<file path="src/hdl/cmfr_pkg.sv">
`timescale 1ns / 1ps
// Package for the CAN multi-frame reassembler: widths, frame type and
// status codes, and the control result struct. No dependencies.
package cmfr_pkg;

    localparam int ID_W    = 29;
    localparam int BYTE_W  = 8;
    localparam int LEN_W   = 28;
    localparam int CNT_W   = 3;
    localparam int SEQ_W   = 5;
    localparam int N_LANES = 7;
    localparam int N_DATA  = 8;
    localparam int FF_LANES = 4;

    localparam logic [3:0] FT_SINGLE = 4'h0;
    localparam logic [3:0] FT_FIRST  = 4'h1;
    localparam logic [3:0] FT_CONSEC = 4'h2;

    localparam logic [SEQ_W-1:0] SEQ_IDLE = SEQ_W'(16);

    typedef enum logic [2:0] {
        ST_SINGLE  = 3'd0,
        ST_FIRST   = 3'd1,
        ST_CONSEC  = 3'd2,
        ST_SEQ_ERR = 3'd3,
        ST_FOREIGN = 3'd4,
        ST_IGNORED = 3'd5
    } t_status;

    typedef struct packed {
        t_status              status;
        logic                 done;
        logic [LEN_W-1:0]     offset;
        logic [CNT_W-1:0]     count;
        logic                 sel_ff;
        logic [LEN_W-1:0]     total_size;
    } t_ctrl_res;

endpackage

</file>
<file path="src/hdl/cmfr_cfg_if.sv">
`timescale 1ns / 1ps
// Configuration write channel: valid/ready plus expected identifier word.
// Depends on cmfr_pkg.
interface cmfr_cfg_if;
    logic                       valid;
    logic                       ready;
    logic [cmfr_pkg::ID_W-1:0]  data;

    modport source (output valid, output data, input ready);
    modport sink   (input valid, input data, output ready);
endinterface

</file>
<file path="src/hdl/cmfr_frame_if.sv">
`timescale 1ns / 1ps
// Input channel: one CAN frame word (identifier and eight data bytes).
// Depends on cmfr_pkg.
interface cmfr_frame_if;
    logic                         valid;
    logic                         ready;
    logic [cmfr_pkg::ID_W-1:0]    frame_id;
    logic [cmfr_pkg::BYTE_W-1:0]  data0;
    logic [cmfr_pkg::BYTE_W-1:0]  data1;
    logic [cmfr_pkg::BYTE_W-1:0]  data2;
    logic [cmfr_pkg::BYTE_W-1:0]  data3;
    logic [cmfr_pkg::BYTE_W-1:0]  data4;
    logic [cmfr_pkg::BYTE_W-1:0]  data5;
    logic [cmfr_pkg::BYTE_W-1:0]  data6;
    logic [cmfr_pkg::BYTE_W-1:0]  data7;

    modport source (output valid, output frame_id, output data0, output data1,
                    output data2, output data3, output data4, output data5,
                    output data6, output data7, input ready);
    modport sink   (input valid, input frame_id, input data0, input data1,
                    input data2, input data3, input data4, input data5,
                    input data6, input data7, output ready);
endinterface

</file>
<file path="src/hdl/cmfr_result_if.sv">
`timescale 1ns / 1ps
// Output channel: one reassembly result word per frame.
// Depends on cmfr_pkg.
interface cmfr_result_if;
    logic                         valid;
    logic                         ready;
    logic [2:0]                   status;
    logic                         done_res;
    logic [cmfr_pkg::LEN_W-1:0]   offset;
    logic [cmfr_pkg::CNT_W-1:0]   count;
    logic [cmfr_pkg::BYTE_W-1:0]  out_byte0;
    logic [cmfr_pkg::BYTE_W-1:0]  out_byte1;
    logic [cmfr_pkg::BYTE_W-1:0]  out_byte2;
    logic [cmfr_pkg::BYTE_W-1:0]  out_byte3;
    logic [cmfr_pkg::BYTE_W-1:0]  out_byte4;
    logic [cmfr_pkg::BYTE_W-1:0]  out_byte5;
    logic [cmfr_pkg::BYTE_W-1:0]  out_byte6;
    logic [cmfr_pkg::LEN_W-1:0]   total_size;

    modport source (output valid, output status, output done_res, output offset,
                    output count, output out_byte0, output out_byte1,
                    output out_byte2, output out_byte3, output out_byte4,
                    output out_byte5, output out_byte6, output total_size,
                    input ready);
    modport sink   (input valid, input status, input done_res, input offset,
                    input count, input out_byte0, input out_byte1,
                    input out_byte2, input out_byte3, input out_byte4,
                    input out_byte5, input out_byte6, input total_size,
                    output ready);
endinterface

</file>
<file path="src/hdl/cmfr_lane.sv">
`timescale 1ns / 1ps
// One payload byte lane: picks the frame byte for its position and blanks
// it past the delivered count. Depends on cmfr_pkg.
module cmfr_lane (
    input  logic [cmfr_pkg::CNT_W-1:0]  i_lane,
    input  logic [cmfr_pkg::CNT_W-1:0]  i_count,
    input  logic                        i_sel_ff,
    input  logic [cmfr_pkg::BYTE_W-1:0] i_byte_sf,
    input  logic [cmfr_pkg::BYTE_W-1:0] i_byte_ff,
    output logic [cmfr_pkg::BYTE_W-1:0] o_byte
);

    always_comb begin
        if (i_lane < i_count) begin
            o_byte = i_sel_ff ? i_byte_ff : i_byte_sf;
        end else begin
            o_byte = '0;
        end
    end

endmodule

</file>
<file path="src/hdl/cmfr_ctrl.sv">
`timescale 1ns / 1ps
// Reassembly control: expected identifier register, sequence and length
// tracking, per-frame status/count/offset decision. Depends on cmfr_pkg.
module cmfr_ctrl (
    input  logic                         i_clk,
    input  logic                         i_rst_n,
    input  logic                         i_cfg_we,
    input  logic [cmfr_pkg::ID_W-1:0]    i_cfg_data,
    input  logic                         i_accept,
    input  logic [cmfr_pkg::ID_W-1:0]    i_frame_id,
    input  logic [cmfr_pkg::BYTE_W-1:0]  i_data0,
    input  logic [cmfr_pkg::BYTE_W-1:0]  i_data1,
    input  logic [cmfr_pkg::BYTE_W-1:0]  i_data2,
    input  logic [cmfr_pkg::BYTE_W-1:0]  i_data3,
    output cmfr_pkg::t_ctrl_res          o_res
);

    logic [cmfr_pkg::ID_W-1:0]   r_expected_id;
    logic [cmfr_pkg::SEQ_W-1:0]  r_seq, n_seq;
    logic [cmfr_pkg::LEN_W-1:0]  r_rcv, n_rcv;
    logic [cmfr_pkg::LEN_W-1:0]  r_len, n_len;

    logic [3:0]                  w_type;
    logic [3:0]                  w_low;
    logic [cmfr_pkg::LEN_W-1:0]  w_remaining;
    logic [cmfr_pkg::CNT_W-1:0]  w_cnt_cf;
    logic [cmfr_pkg::LEN_W-1:0]  w_ff_len;
    logic [cmfr_pkg::CNT_W-1:0]  w_cnt_ff;

    assign w_type      = i_data0[7:4];
    assign w_low       = i_data0[3:0];
    assign w_remaining = r_len - r_rcv;
    assign w_cnt_cf    = (w_remaining < cmfr_pkg::LEN_W'(7)) ?
                         w_remaining[cmfr_pkg::CNT_W-1:0] : cmfr_pkg::CNT_W'(7);
    assign w_ff_len    = {w_low, i_data1, i_data2, i_data3};
    assign w_cnt_ff    = (w_ff_len < cmfr_pkg::LEN_W'(cmfr_pkg::FF_LANES)) ?
                         w_ff_len[cmfr_pkg::CNT_W-1:0] :
                         cmfr_pkg::CNT_W'(cmfr_pkg::FF_LANES);

    always_comb begin
        n_seq            = r_seq;
        n_rcv            = r_rcv;
        n_len            = r_len;
        o_res.status     = cmfr_pkg::ST_IGNORED;
        o_res.done       = 1'b0;
        o_res.offset     = '0;
        o_res.count      = '0;
        o_res.sel_ff     = 1'b0;
        if (i_frame_id != r_expected_id) begin
            o_res.status = cmfr_pkg::ST_FOREIGN;
        end else begin
            case (w_type)
                cmfr_pkg::FT_SINGLE: begin
                    if (w_low != 4'h0) begin
                        o_res.count  = w_low[3] ? cmfr_pkg::CNT_W'(7) : w_low[2:0];
                        o_res.status = cmfr_pkg::ST_SINGLE;
                        o_res.done   = 1'b1;
                        n_seq        = cmfr_pkg::SEQ_IDLE;
                    end
                end
                cmfr_pkg::FT_FIRST: begin
                    n_len        = w_ff_len;
                    o_res.count  = w_cnt_ff;
                    o_res.sel_ff = 1'b1;
                    o_res.status = cmfr_pkg::ST_FIRST;
                    n_rcv        = cmfr_pkg::LEN_W'(w_cnt_ff);
                    if (w_ff_len <= cmfr_pkg::LEN_W'(cmfr_pkg::FF_LANES)) begin
                        o_res.done = 1'b1;
                        n_seq      = cmfr_pkg::SEQ_IDLE;
                    end else begin
                        n_seq      = '0;
                    end
                end
                cmfr_pkg::FT_CONSEC: begin
                    if (r_seq[cmfr_pkg::SEQ_W-1] || w_low != r_seq[3:0] ||
                        r_rcv >= r_len) begin
                        o_res.status = cmfr_pkg::ST_SEQ_ERR;
                    end else begin
                        o_res.count  = w_cnt_cf;
                        o_res.offset = r_rcv;
                        o_res.status = cmfr_pkg::ST_CONSEC;
                        n_rcv        = r_rcv + cmfr_pkg::LEN_W'(w_cnt_cf);
                        if (w_remaining <= cmfr_pkg::LEN_W'(7)) begin
                            o_res.done = 1'b1;
                            n_seq      = cmfr_pkg::SEQ_IDLE;
                        end else begin
                            n_seq      = {1'b0, r_seq[3:0] + 4'h1};
                        end
                    end
                end
                default: begin
                    o_res.status = cmfr_pkg::ST_IGNORED;
                end
            endcase
        end
        o_res.total_size = n_len;
    end

    always_ff @(posedge i_clk) begin
        if (!i_rst_n) begin
            r_expected_id <= '0;
            r_seq         <= cmfr_pkg::SEQ_IDLE;
            r_rcv         <= '0;
            r_len         <= '0;
        end else begin
            if (i_cfg_we) begin
                r_expected_id <= i_cfg_data;
            end
            if (i_accept) begin
                r_seq <= n_seq;
                r_rcv <= n_rcv;
                r_len <= n_len;
            end
        end
    end

`ifndef NO_ASSERTIONS
    a_rcv_below_len: assert property (@(posedge i_clk) disable iff (!i_rst_n)
        !r_seq[cmfr_pkg::SEQ_W-1] |-> (r_rcv < r_len))
        else $error("active reception with bytes_received not below length");

    a_seq_range: assert property (@(posedge i_clk) disable iff (!i_rst_n)
        r_seq[cmfr_pkg::SEQ_W-1] |-> (r_seq == cmfr_pkg::SEQ_IDLE))
        else $error("sequence register holds an undefined idle code");

    a_done_idles: assert property (@(posedge i_clk) disable iff (!i_rst_n)
        (i_accept && o_res.done) |=> (r_seq == cmfr_pkg::SEQ_IDLE))
        else $error("completed package did not return to idle");
`endif

endmodule

</file>
<file path="src/hdl/can_multiframe_reassembler.sv">
`timescale 1ns / 1ps
// CAN multi-frame reassembler (ISO-TP style receive). Every accepted frame
// yields exactly one result word in the next cycle, held in an output
// register; a new frame is taken every cycle unless that register holds a
// word the sink has not taken. Seven byte lanes pick the payload bytes in
// parallel and the control unit decides status, count and offset in the
// same cycle. Depends on cmfr_pkg, the channel interfaces, cmfr_ctrl and
// cmfr_lane.
module can_multiframe_reassembler (
    input  logic               i_clk,
    input  logic               i_rst_n,
    cmfr_cfg_if.sink           i_cfg,
    cmfr_frame_if.sink         i_frame,
    cmfr_result_if.source      o_result
);

    cmfr_pkg::t_ctrl_res          w_res;
    logic                         w_accept;
    logic [cmfr_pkg::BYTE_W-1:0]  w_data [cmfr_pkg::N_DATA];
    logic [cmfr_pkg::BYTE_W-1:0]  w_byte_sf [cmfr_pkg::N_LANES];
    logic [cmfr_pkg::BYTE_W-1:0]  w_byte_ff [cmfr_pkg::N_LANES];
    logic [cmfr_pkg::BYTE_W-1:0]  w_lane [cmfr_pkg::N_LANES];

    logic                         r_valid;
    logic [2:0]                   r_status;
    logic                         r_done;
    logic [cmfr_pkg::LEN_W-1:0]   r_offset;
    logic [cmfr_pkg::CNT_W-1:0]   r_count;
    logic [cmfr_pkg::BYTE_W-1:0]  r_bytes [cmfr_pkg::N_LANES];
    logic [cmfr_pkg::LEN_W-1:0]   r_total;

    assign i_cfg.ready   = 1'b1;
    assign i_frame.ready = !r_valid || o_result.ready;
    assign w_accept      = i_frame.valid && i_frame.ready;

    assign w_data[0] = i_frame.data0;
    assign w_data[1] = i_frame.data1;
    assign w_data[2] = i_frame.data2;
    assign w_data[3] = i_frame.data3;
    assign w_data[4] = i_frame.data4;
    assign w_data[5] = i_frame.data5;
    assign w_data[6] = i_frame.data6;
    assign w_data[7] = i_frame.data7;

    cmfr_ctrl u_ctrl (
        .i_clk      (i_clk),
        .i_rst_n    (i_rst_n),
        .i_cfg_we   (i_cfg.valid && i_cfg.ready),
        .i_cfg_data (i_cfg.data),
        .i_accept   (w_accept),
        .i_frame_id (i_frame.frame_id),
        .i_data0    (i_frame.data0),
        .i_data1    (i_frame.data1),
        .i_data2    (i_frame.data2),
        .i_data3    (i_frame.data3),
        .o_res      (w_res)
    );

    for (genvar k = 0; k < cmfr_pkg::N_LANES; k++) begin : g_lane
        assign w_byte_sf[k] = w_data[k+1];
        if (k < cmfr_pkg::FF_LANES) begin : g_ff
            assign w_byte_ff[k] = w_data[k+cmfr_pkg::FF_LANES];
        end else begin : g_noff
            assign w_byte_ff[k] = '0;
        end
        cmfr_lane u_lane (
            .i_lane    (cmfr_pkg::CNT_W'(k)),
            .i_count   (w_res.count),
            .i_sel_ff  (w_res.sel_ff),
            .i_byte_sf (w_byte_sf[k]),
            .i_byte_ff (w_byte_ff[k]),
            .o_byte    (w_lane[k])
        );
    end

    always_ff @(posedge i_clk) begin
        if (!i_rst_n) begin
            r_valid <= 1'b0;
        end else if (w_accept) begin
            r_valid <= 1'b1;
        end else if (o_result.ready) begin
            r_valid <= 1'b0;
        end
    end

    always_ff @(posedge i_clk) begin
        if (w_accept) begin
            r_status <= w_res.status;
            r_done   <= w_res.done;
            r_offset <= w_res.offset;
            r_count  <= w_res.count;
            r_bytes  <= w_lane;
            r_total  <= w_res.total_size;
        end
    end

    assign o_result.valid      = r_valid;
    assign o_result.status     = r_status;
    assign o_result.done_res   = r_done;
    assign o_result.offset     = r_offset;
    assign o_result.count      = r_count;
    assign o_result.out_byte0  = r_bytes[0];
    assign o_result.out_byte1  = r_bytes[1];
    assign o_result.out_byte2  = r_bytes[2];
    assign o_result.out_byte3  = r_bytes[3];
    assign o_result.out_byte4  = r_bytes[4];
    assign o_result.out_byte5  = r_bytes[5];
    assign o_result.out_byte6  = r_bytes[6];
    assign o_result.total_size = r_total;

`ifndef NO_ASSERTIONS
    a_done_status: assert property (@(posedge i_clk) disable iff (!i_rst_n)
        (r_valid && r_done) |-> (r_status == cmfr_pkg::ST_SINGLE ||
            r_status == cmfr_pkg::ST_FIRST || r_status == cmfr_pkg::ST_CONSEC))
        else $error("completion flagged on a rejected frame");

    a_blank_lanes: assert property (@(posedge i_clk) disable iff (!i_rst_n)
        (r_valid && r_count == '0) |-> (r_bytes[0] == '0 && r_bytes[6] == '0))
        else $error("payload bytes present with zero count");

    a_offset_consec: assert property (@(posedge i_clk) disable iff (!i_rst_n)
        (r_valid && r_offset != '0) |-> (r_status == cmfr_pkg::ST_CONSEC))
        else $error("nonzero offset outside a consecutive frame");
`endif

endmodule
</file>
<file path="src/flat_wrapper.sv">
// flat-port wrapper written by rule: the top's interface ports become plain ports
module can_multiframe_reassembler_flat 
  (i_clk, i_rst_n, i_cfg_valid, i_cfg_data, i_cfg_ready, i_frame_valid, i_frame_frame_id, i_frame_data0, i_frame_data1, i_frame_data2, i_frame_data3, i_frame_data4, i_frame_data5, i_frame_data6, i_frame_data7, i_frame_ready, o_result_valid, o_result_status, o_result_done_res, o_result_offset, o_result_count, o_result_out_byte0, o_result_out_byte1, o_result_out_byte2, o_result_out_byte3, o_result_out_byte4, o_result_out_byte5, o_result_out_byte6, o_result_total_size, o_result_ready);
  cmfr_cfg_if i_cfg_i ();
  cmfr_frame_if i_frame_i ();
  cmfr_result_if o_result_i ();
  input  logic i_clk;
  input  logic i_rst_n;
  input wire logic [$bits(i_cfg_i.valid)-1:0] i_cfg_valid;
  input wire logic [$bits(i_cfg_i.data)-1:0] i_cfg_data;
  output wire logic [$bits(i_cfg_i.ready)-1:0] i_cfg_ready;
  input wire logic [$bits(i_frame_i.valid)-1:0] i_frame_valid;
  input wire logic [$bits(i_frame_i.frame_id)-1:0] i_frame_frame_id;
  input wire logic [$bits(i_frame_i.data0)-1:0] i_frame_data0;
  input wire logic [$bits(i_frame_i.data1)-1:0] i_frame_data1;
  input wire logic [$bits(i_frame_i.data2)-1:0] i_frame_data2;
  input wire logic [$bits(i_frame_i.data3)-1:0] i_frame_data3;
  input wire logic [$bits(i_frame_i.data4)-1:0] i_frame_data4;
  input wire logic [$bits(i_frame_i.data5)-1:0] i_frame_data5;
  input wire logic [$bits(i_frame_i.data6)-1:0] i_frame_data6;
  input wire logic [$bits(i_frame_i.data7)-1:0] i_frame_data7;
  output wire logic [$bits(i_frame_i.ready)-1:0] i_frame_ready;
  output wire logic [$bits(o_result_i.valid)-1:0] o_result_valid;
  output wire logic [$bits(o_result_i.status)-1:0] o_result_status;
  output wire logic [$bits(o_result_i.done_res)-1:0] o_result_done_res;
  output wire logic [$bits(o_result_i.offset)-1:0] o_result_offset;
  output wire logic [$bits(o_result_i.count)-1:0] o_result_count;
  output wire logic [$bits(o_result_i.out_byte0)-1:0] o_result_out_byte0;
  output wire logic [$bits(o_result_i.out_byte1)-1:0] o_result_out_byte1;
  output wire logic [$bits(o_result_i.out_byte2)-1:0] o_result_out_byte2;
  output wire logic [$bits(o_result_i.out_byte3)-1:0] o_result_out_byte3;
  output wire logic [$bits(o_result_i.out_byte4)-1:0] o_result_out_byte4;
  output wire logic [$bits(o_result_i.out_byte5)-1:0] o_result_out_byte5;
  output wire logic [$bits(o_result_i.out_byte6)-1:0] o_result_out_byte6;
  output wire logic [$bits(o_result_i.total_size)-1:0] o_result_total_size;
  input wire logic [$bits(o_result_i.ready)-1:0] o_result_ready;
  assign i_cfg_i.valid = i_cfg_valid;
  assign i_cfg_i.data = i_cfg_data;
  assign i_cfg_ready = i_cfg_i.ready;
  assign i_frame_i.valid = i_frame_valid;
  assign i_frame_i.frame_id = i_frame_frame_id;
  assign i_frame_i.data0 = i_frame_data0;
  assign i_frame_i.data1 = i_frame_data1;
  assign i_frame_i.data2 = i_frame_data2;
  assign i_frame_i.data3 = i_frame_data3;
  assign i_frame_i.data4 = i_frame_data4;
  assign i_frame_i.data5 = i_frame_data5;
  assign i_frame_i.data6 = i_frame_data6;
  assign i_frame_i.data7 = i_frame_data7;
  assign i_frame_ready = i_frame_i.ready;
  assign o_result_valid = o_result_i.valid;
  assign o_result_status = o_result_i.status;
  assign o_result_done_res = o_result_i.done_res;
  assign o_result_offset = o_result_i.offset;
  assign o_result_count = o_result_i.count;
  assign o_result_out_byte0 = o_result_i.out_byte0;
  assign o_result_out_byte1 = o_result_i.out_byte1;
  assign o_result_out_byte2 = o_result_i.out_byte2;
  assign o_result_out_byte3 = o_result_i.out_byte3;
  assign o_result_out_byte4 = o_result_i.out_byte4;
  assign o_result_out_byte5 = o_result_i.out_byte5;
  assign o_result_out_byte6 = o_result_i.out_byte6;
  assign o_result_total_size = o_result_i.total_size;
  assign o_result_i.ready = o_result_ready;
  can_multiframe_reassembler u_core (.i_clk(i_clk), .i_rst_n(i_rst_n), .i_cfg(i_cfg_i), .i_frame(i_frame_i), .o_result(o_result_i));
endmodule
</file>
<file path="config.mk">
export PLATFORM = sky130hd
export DESIGN_NAME = can_multiframe_reassembler_flat
export DESIGN_NICKNAME = d
export VERILOG_FILES = /design/src/hdl/cmfr_pkg.sv /design/src/hdl/cmfr_cfg_if.sv /design/src/hdl/cmfr_frame_if.sv /design/src/hdl/cmfr_result_if.sv /design/src/hdl/cmfr_lane.sv /design/src/hdl/cmfr_ctrl.sv /design/src/hdl/can_multiframe_reassembler.sv /design/src/flat_wrapper.sv
export SDC_FILE = /design/constraint.sdc
export NUM_CORES = 1
export LEC_CHECK = 0
export ABC_AREA = 1
export BUFFER_PORTS_ARGS = -buffer_cell sky130_fd_sc_hd__buf_2
export CAP_MARGIN = 5
export CORE_MARGIN = 2
export CORE_UTILIZATION = 35
export DETAILED_ROUTE_END_ITERATION = 16
export PLACE_DENSITY = 0.63
export SYNTH_ARGS = -nofsm -noshare
export SYNTH_HDL_FRONTEND = slang
export SYNTH_HIERARCHICAL = 1
export SYNTH_SLANG_ARGS = --single-unit
</file>
<file path="constraint.sdc">
create_clock -name i_clk -period 21 [get_ports i_clk]
set_input_delay 1.05 -clock i_clk [delete_from_list [all_inputs] [get_ports i_clk]]
set_output_delay 1.05 -clock i_clk [all_outputs]
set_load 0.01 [all_outputs]
</file>
== Word level (Yosys, flattened, before mapping) ==
Index checks and enable logic that the tools add are counted.

* Bits in registers: 210
* Input port bits: 127

* $add $sub $neg: 3
* Magnitude comparators: 12
* Eq/ne operators: 6
* Muxes and demuxes: 29
* Bitwise operators: 5
* Reductions and logical operators: 16

{| class="wikitable"
|+ Operator list
! operator !! count
|-
| 28-bit two-way mux || 3
|-
| 28-bit by 3-bit less-or-equal comparator with 1-bit output, second input constant || 2
|-
| 28-bit by 3-bit < comparator with 1-bit output, second input constant || 2
|-
| 28-bit case mux with 2 select lines || 1
|-
| 32-bit two-way mux || 1
|-
| 8-bit two-way mux || 4
|-
| 29-bit inequality test || 1
|-
| 28-bit by 3-bit adder with 28-bit output || 1
|-
| 28-bit >= comparator || 1
|-
| 28-bit subtractor || 1
|-
| 5-bit two-way mux || 4
|-
| 3-bit case mux with 3 select lines || 2
|-
| 5-bit case mux with 3 select lines || 1
|-
| 3-bit two-way mux || 4
|-
| 3-bit < comparator, first input constant || 3
|-
| 4-bit two-way mux || 2
|-
| 1-bit by 3-bit < comparator with 1-bit output, first input constant || 2
|-
| 2-bit by 3-bit < comparator with 1-bit output, first input constant || 2
|-
| 1-bit two-way mux || 6
|-
| 2-bit OR reduction || 3
|-
| 1-bit NOT || 5
|-
| 5-bit AND reduction || 1
|-
| 4-bit by 1-bit adder with 4-bit output, second input constant || 1
|-
| 4-bit by 1-bit == test with 1-bit output, second input constant || 1
|-
| 13 further kinds || 17
|}

== Longest topological paths before layout ==
* Word-level depth: 9
* Depth in mapped cells: 33
* Depth with buffers taken out: 33

== Cells and area by module ==
Netlist, hierarchy kept.

{| class="wikitable"
|+ Modules (own cells, without submodules)
! module !! instances !! cells each !! area each (um^2) !! seq. area each (um^2)
|-
| cmfr_ctrl || 1 || 1249 || 7349.5 || 1801.7
|-
| can_multiframe_reassembler || 1 || 129 || 3639.7 || 3593.4
|-
| cmfr_lane || 7 || 45 || 291.5 || 0.0
|}

== Worst setup path before layout ==
OpenSTA, ideal clock, no wires.

* Path kind: input port to flip-flop
* Start point: input port i_frame_valid
* End point: register u_core/u_ctrl/r_len[22] in the netlist's numbering
* Setup time: 0.057 ns
* Arrival: 8.131 ns
* Slack: 12.812 ns
* Stages: 8
* Path buffers: 2
* Cells stage by stage: inv_1 -> a21oi_1 -> inv_1 -> clkbuf_1 -> clkbuf_1 -> a21oi_1 -> o21ai_0 -> inv_1

* Cells in the longest elaborated chain, start to end: 1

{| class="wikitable"
|+ RTL lines
! element !! RTL line !! source
|-
| from (decl) || flat_wrapper.sv:12 || <nowiki>input wire logic [$bits(i_frame_i.valid)-1:0] i_frame_valid;</nowiki>
|-
| 1-bit logical AND || can_multiframe_reassembler.sv:34 || <nowiki>assign w_accept = i_frame.valid && i_frame.ready;</nowiki>
|-
| net u_core.w_accept || can_multiframe_reassembler.sv:18 || <nowiki>logic w_accept;</nowiki>
|-
| to (signal assigned) || cmfr_ctrl.sv:112 || <nowiki>r_len <= n_len;</nowiki>
|-
| to (decl) || cmfr_ctrl.sv:21 || <nowiki>logic [cmfr_pkg::LEN_W-1:0] r_len, n_len;</nowiki>
|}

The timed path passes the listed nets, and every way through them passes these cells.
A chain may end at the register's enable or synchronous reset.

== Worst setup path in the final report ==
* Start point: register u_core/u_ctrl/r_rcv[20] in the netlist's numbering
* End point: register u_core/u_ctrl/r_rcv[18] in the netlist's numbering

* Cells in the longest elaborated chain, start to end: 6
* Elaborated cells on any way between the ends: 10
* Those cells by class: 2 x add/sub; 2 x order compare; 1 x eq/ne; 3 x mux; 2 x reduce/logical

{| class="wikitable"
|+ RTL lines
! element !! RTL line !! source
|-
| from (decl) || cmfr_ctrl.sv:20 || <nowiki>logic [cmfr_pkg::LEN_W-1:0] r_rcv, n_rcv;</nowiki>
|-
| from (signal assigned) || cmfr_ctrl.sv:111 || <nowiki>r_rcv <= n_rcv;</nowiki>
|-
| 28-bit subtractor || cmfr_ctrl.sv:32 || <nowiki>assign w_remaining = r_len - r_rcv;</nowiki>
|-
| 28-bit by 3-bit < comparator with 1-bit output || cmfr_ctrl.sv:33 || <nowiki>assign w_cnt_cf = (w_remaining < cmfr_pkg::LEN_W'(7)) ?</nowiki>
|-
| 3-bit two-way mux || cmfr_ctrl.sv:33 ||
|-
| 28-bit by 3-bit adder with 28-bit output || cmfr_ctrl.sv:82 || <nowiki>n_rcv = r_rcv + cmfr_pkg::LEN_W'(w_cnt_cf);</nowiki>
|-
| 28-bit two-way mux || cmfr_ctrl.sv:75 || <nowiki>if (r_seq[cmfr_pkg::SEQ_W-1] || w_low != r_seq[3:0] ||</nowiki>
|-
| 28-bit case mux with 2 select lines || cmfr_ctrl.sv:52 || <nowiki>case (w_type)</nowiki>
|}

Several ways; a longest one is shown, not always the timed one. The select of a mux whose other input is x is not followed.

==> impl_metrics.env <==
export IMPL_status="finished, final reports clean"
export IMPL_die_area_sq_um=38800
export IMPL_cts_setup_buffers=0
export IMPL_path_class="reg2reg"
export IMPL_regArea_sq_um=5400
export IMPL_place_hpwl_um=30200
export IMPL_gr_usage_all_layers_pct=20.1
export IMPL_yosysMostFrequentCell="nand2_1"
export IMPL_vias=11808
export IMPL_cts_tree="done"
export IMPL_die_w_um=197
export IMPL_power_density_nw_per_um2=71.5
export IMPL_antenna_found_initial=1
export IMPL_tightest_slew_ns=1.20
export IMPL_hold_class="reg2reg"
export IMPL_h_tree_depth=1
export IMPL_setup_viol=0
export IMPL_clock_latency_ns=0.53
export IMPL_grt_ovfl_total=0
export IMPL_die_y_um=197
export IMPL_grt_pass1_wl_um=61100
export IMPL_worst_path_max_delay_cell="ha_1"
export IMPL_clk_pin_slew_ns=0.06
export IMPL_crit_required_ns=21.46
export IMPL_drive_gt1_share_pct=19.5
export IMPL_timing_final_crit_share_pct=23.2
export IMPL_netlist_area_leader_share_pct=27.4
export IMPL_ff2ff_path_depth=29
export IMPL_cap_violations=0
export IMPL_r2r_setup_slack_ns=16.13
export IMPL_cts_hold_buf=0
export IMPL_tns_ns=0
export IMPL_synth_seq_cells=210
export IMPL_areaGrowthSynthToFinish_pct=19.3
export IMPL_synth_top_area_cell="edfxtp_1"
export IMPL_gp_congestion=0.951
export IMPL_power_leakage_uw=0.00711
export IMPL_grt_pass1_vias=11383
export IMPL_cp_slowest_stage_delay_ns=0.49
export IMPL_synth_main_ff_cell="edfxtp_1"
export IMPL_end_kind="flop"
export IMPL_finalClockSkew_ns=0.0172
export IMPL_cts_root_buf="clkbuf_16"
export IMPL_worstPathMaxFanout=6
export IMPL_rsz0062_at_grt="no"
export IMPL_crit_family="simple AND/OR/NAND/NOR gates"
export IMPL_clk_path_buf_depth=3
export IMPL_avgSynthCellArea_sq_um=7.70
export IMPL_synth_cell_types=48
export IMPL_drt_wirelength_per_cell_um=15.8
export IMPL_min_to="u_core/u_ctrl/r_rcv[6]"
export IMPL_power_uw=1110
export IMPL_seq_area_frac_synth_pct=41.4
export IMPL_core_area_sq_um=36600
export IMPL_start_kind="flop"
export IMPL_cp_arrival_ns=5.34
export IMPL_slew_headroom_pct=19.8
export IMPL_io_pins=249
export IMPL_ctsResizeCount=0
export IMPL_pre_cts_slack_ns=15.81
export IMPL_slew_viol_final=0
export IMPL_synth_cell_area_sq_um=13000
export IMPL_ir_drop_mv=0.0719
export IMPL_dr_pass1_iters=5
export IMPL_drc=0
export IMPL_ant_nets=0
export IMPL_grt_max_degree=90
export IMPL_cts_made_buffers=24
export IMPL_path_buf_inv=2
export IMPL_hold_viol=0
export IMPL_yosys_warnings=6
export IMPL_reg2reg_from="u_core/u_ctrl/r_rcv[20]"
export IMPL_hp_start="u_core/u_ctrl/r_rcv[6]"
export IMPL_num_antenna_cells=0
export IMPL_start_util_pct=35.6
export IMPL_via_per_inst=4.81
export IMPL_async_reset_ff_share_pct=0
export IMPL_fmax_ghz=0.205
export IMPL_drt_iter0_drc=833
export IMPL_nets=2141
export IMPL_critPathMostFrequentCell="nand2_1"
export IMPL_rows=70
export IMPL_fin_ws_ns=16.13
export IMPL_fillers=3831
export IMPL_drt_wl_total_um=38600
export IMPL_ys_top_cells_by_count="nand2_1 (401), inv_1 (241), nor2_1 (221)"
export IMPL_multi_input_area_sq_um=5950
export IMPL_final_util_pct=42.5
export IMPL_r2r_end="u_core/u_ctrl/r_rcv[18]"
export IMPL_synth_edf_count=119
export IMPL_numClockSinks=210
export IMPL_numPortBuffers=247
export IMPL_synth_cells=1693
export IMPL_whs_path_depth=2
export IMPL_finalCriticalPeriod_ns=4.87
export IMPL_yosys_top_cells_area="edfxtp_1 (27%), dfxtp_1 (14%), nand2_1 (12%)"
-- layout by cell type (no fill, tap or decap), types with 6 or more instances in the layout --
master        n
nand3b_1     10
o21a_1       57
buf_4         6
inv_2         6
nand2_2      10
clkbuf_1      6
a21oi_1      75
clkinvlp_2   28
edfxtp_1    119
buf_2       247
a31oi_1       7
nor2_1      220
nand2_1     401
nand4_1      20
conb_1       46
nand3_2       6
ha_1         45
nor4_1        8
xnor2_1      15
xor2_1       24
clkinv_8     28
nand3_1      49
o21ai_0     101
clkbuf_16    26
inv_1       241
nor3_1       46
dfxtp_1      91
-- state kept, by name, summed over array words and instances (netlist names), 28 cells and up --
signal,flops
u_core/o_result.total_size,28
u_core/u_ctrl/r_expected_id,29
u_core/u_ctrl/r_rcv,28
u_core/o_result.offset,28
u_core/u_ctrl/r_len,28
-- power by group --
part | total [uW] | internal [uW] | switching (uW) | leakage (uW)
Sequential | 469 | 459 | 9.75 | 0.00194
Combinational | 212 | 72.9 | 139 | 0.00477
Clock | 431 | 260 | 170 | 0.000400
Total | 1110 | 792 | 319 | 0.00711
-- cell families after synthesis --
| family | share of synthesized area (%) |
|---|---|
| other cells | 0.0576 |
| xor+xnor | 2.62 |
| simple gates | 25.6 |
| flops | 41.4 |
| compound gates | 11.3 |
| buf+inv | 14.4 |
| fa+ha+maj | 4.63 |
-- stage by stage --
stage / instances / area, sq um / hold WS, ns
after CTS: 2453 / 15500 / 0.495
final: 2453 / 15500 / 0.492
after floorplan: 1737 / 13200 / 0.437
after detailed placement: 2409 / 14700 / 0.480
after global routing: 2453 / 15500 / 0.523
after global placement: 2409 / 14700 / 0.449
-- worst register-to-register path, delay by kind of cell, from the launching register on --
kind	cells	cell delay [ns]
simple gates	25	3.30
buf+inv	2	0.26
fa+ha+maj	2	0.84
flops	1	0.41
-- metal layers --
layer  vias to the layer above  global-route usage, %  wire, um
li1                       5916                      -         -
met1                      5394                   26.2     16900
met2                       446                   33.5     17800
met3                        52                   4.93      3190
met4                         0                   4.73       771
met5                         -                      0         0
-- area by class of cell --
class                           instances  share of cell area, %
Sequential cell                       210                   34.7
Clock inverter                          9                  0.620
Tap cell                              468                   3.77
Timing Repair Buffer                  253                   8.24
Clock buffer                           35                   4.59
Multi-Input combinational cell       1173                   38.2
Inverter                              305                   9.84
-- worst max path at each step --
stage	startpoint	cells past startpoint	slack, ns	endpoint
final	u_core/u_ctrl/r_rcv[20]	29	16.13	u_core/u_ctrl/r_rcv[18]
after global routing	u_core/u_ctrl/r_rcv[20]	29	15.67	u_core/u_ctrl/r_rcv[18]
after CTS	u_core/u_ctrl/r_rcv[13]	21	16.15	u_core/o_result.out_byte5[3]
after detailed placement	i_frame_data0[2]	16	15.81	u_core/o_result.out_byte6[1]
after global placement	i_frame_data0[3]	16	15.79	u_core/o_result.out_byte3[3]
after floorplan	i_frame_valid	8	12.81	u_core/u_ctrl/r_len[22]
Note: power is estimated with default switching activity, not from simulation.
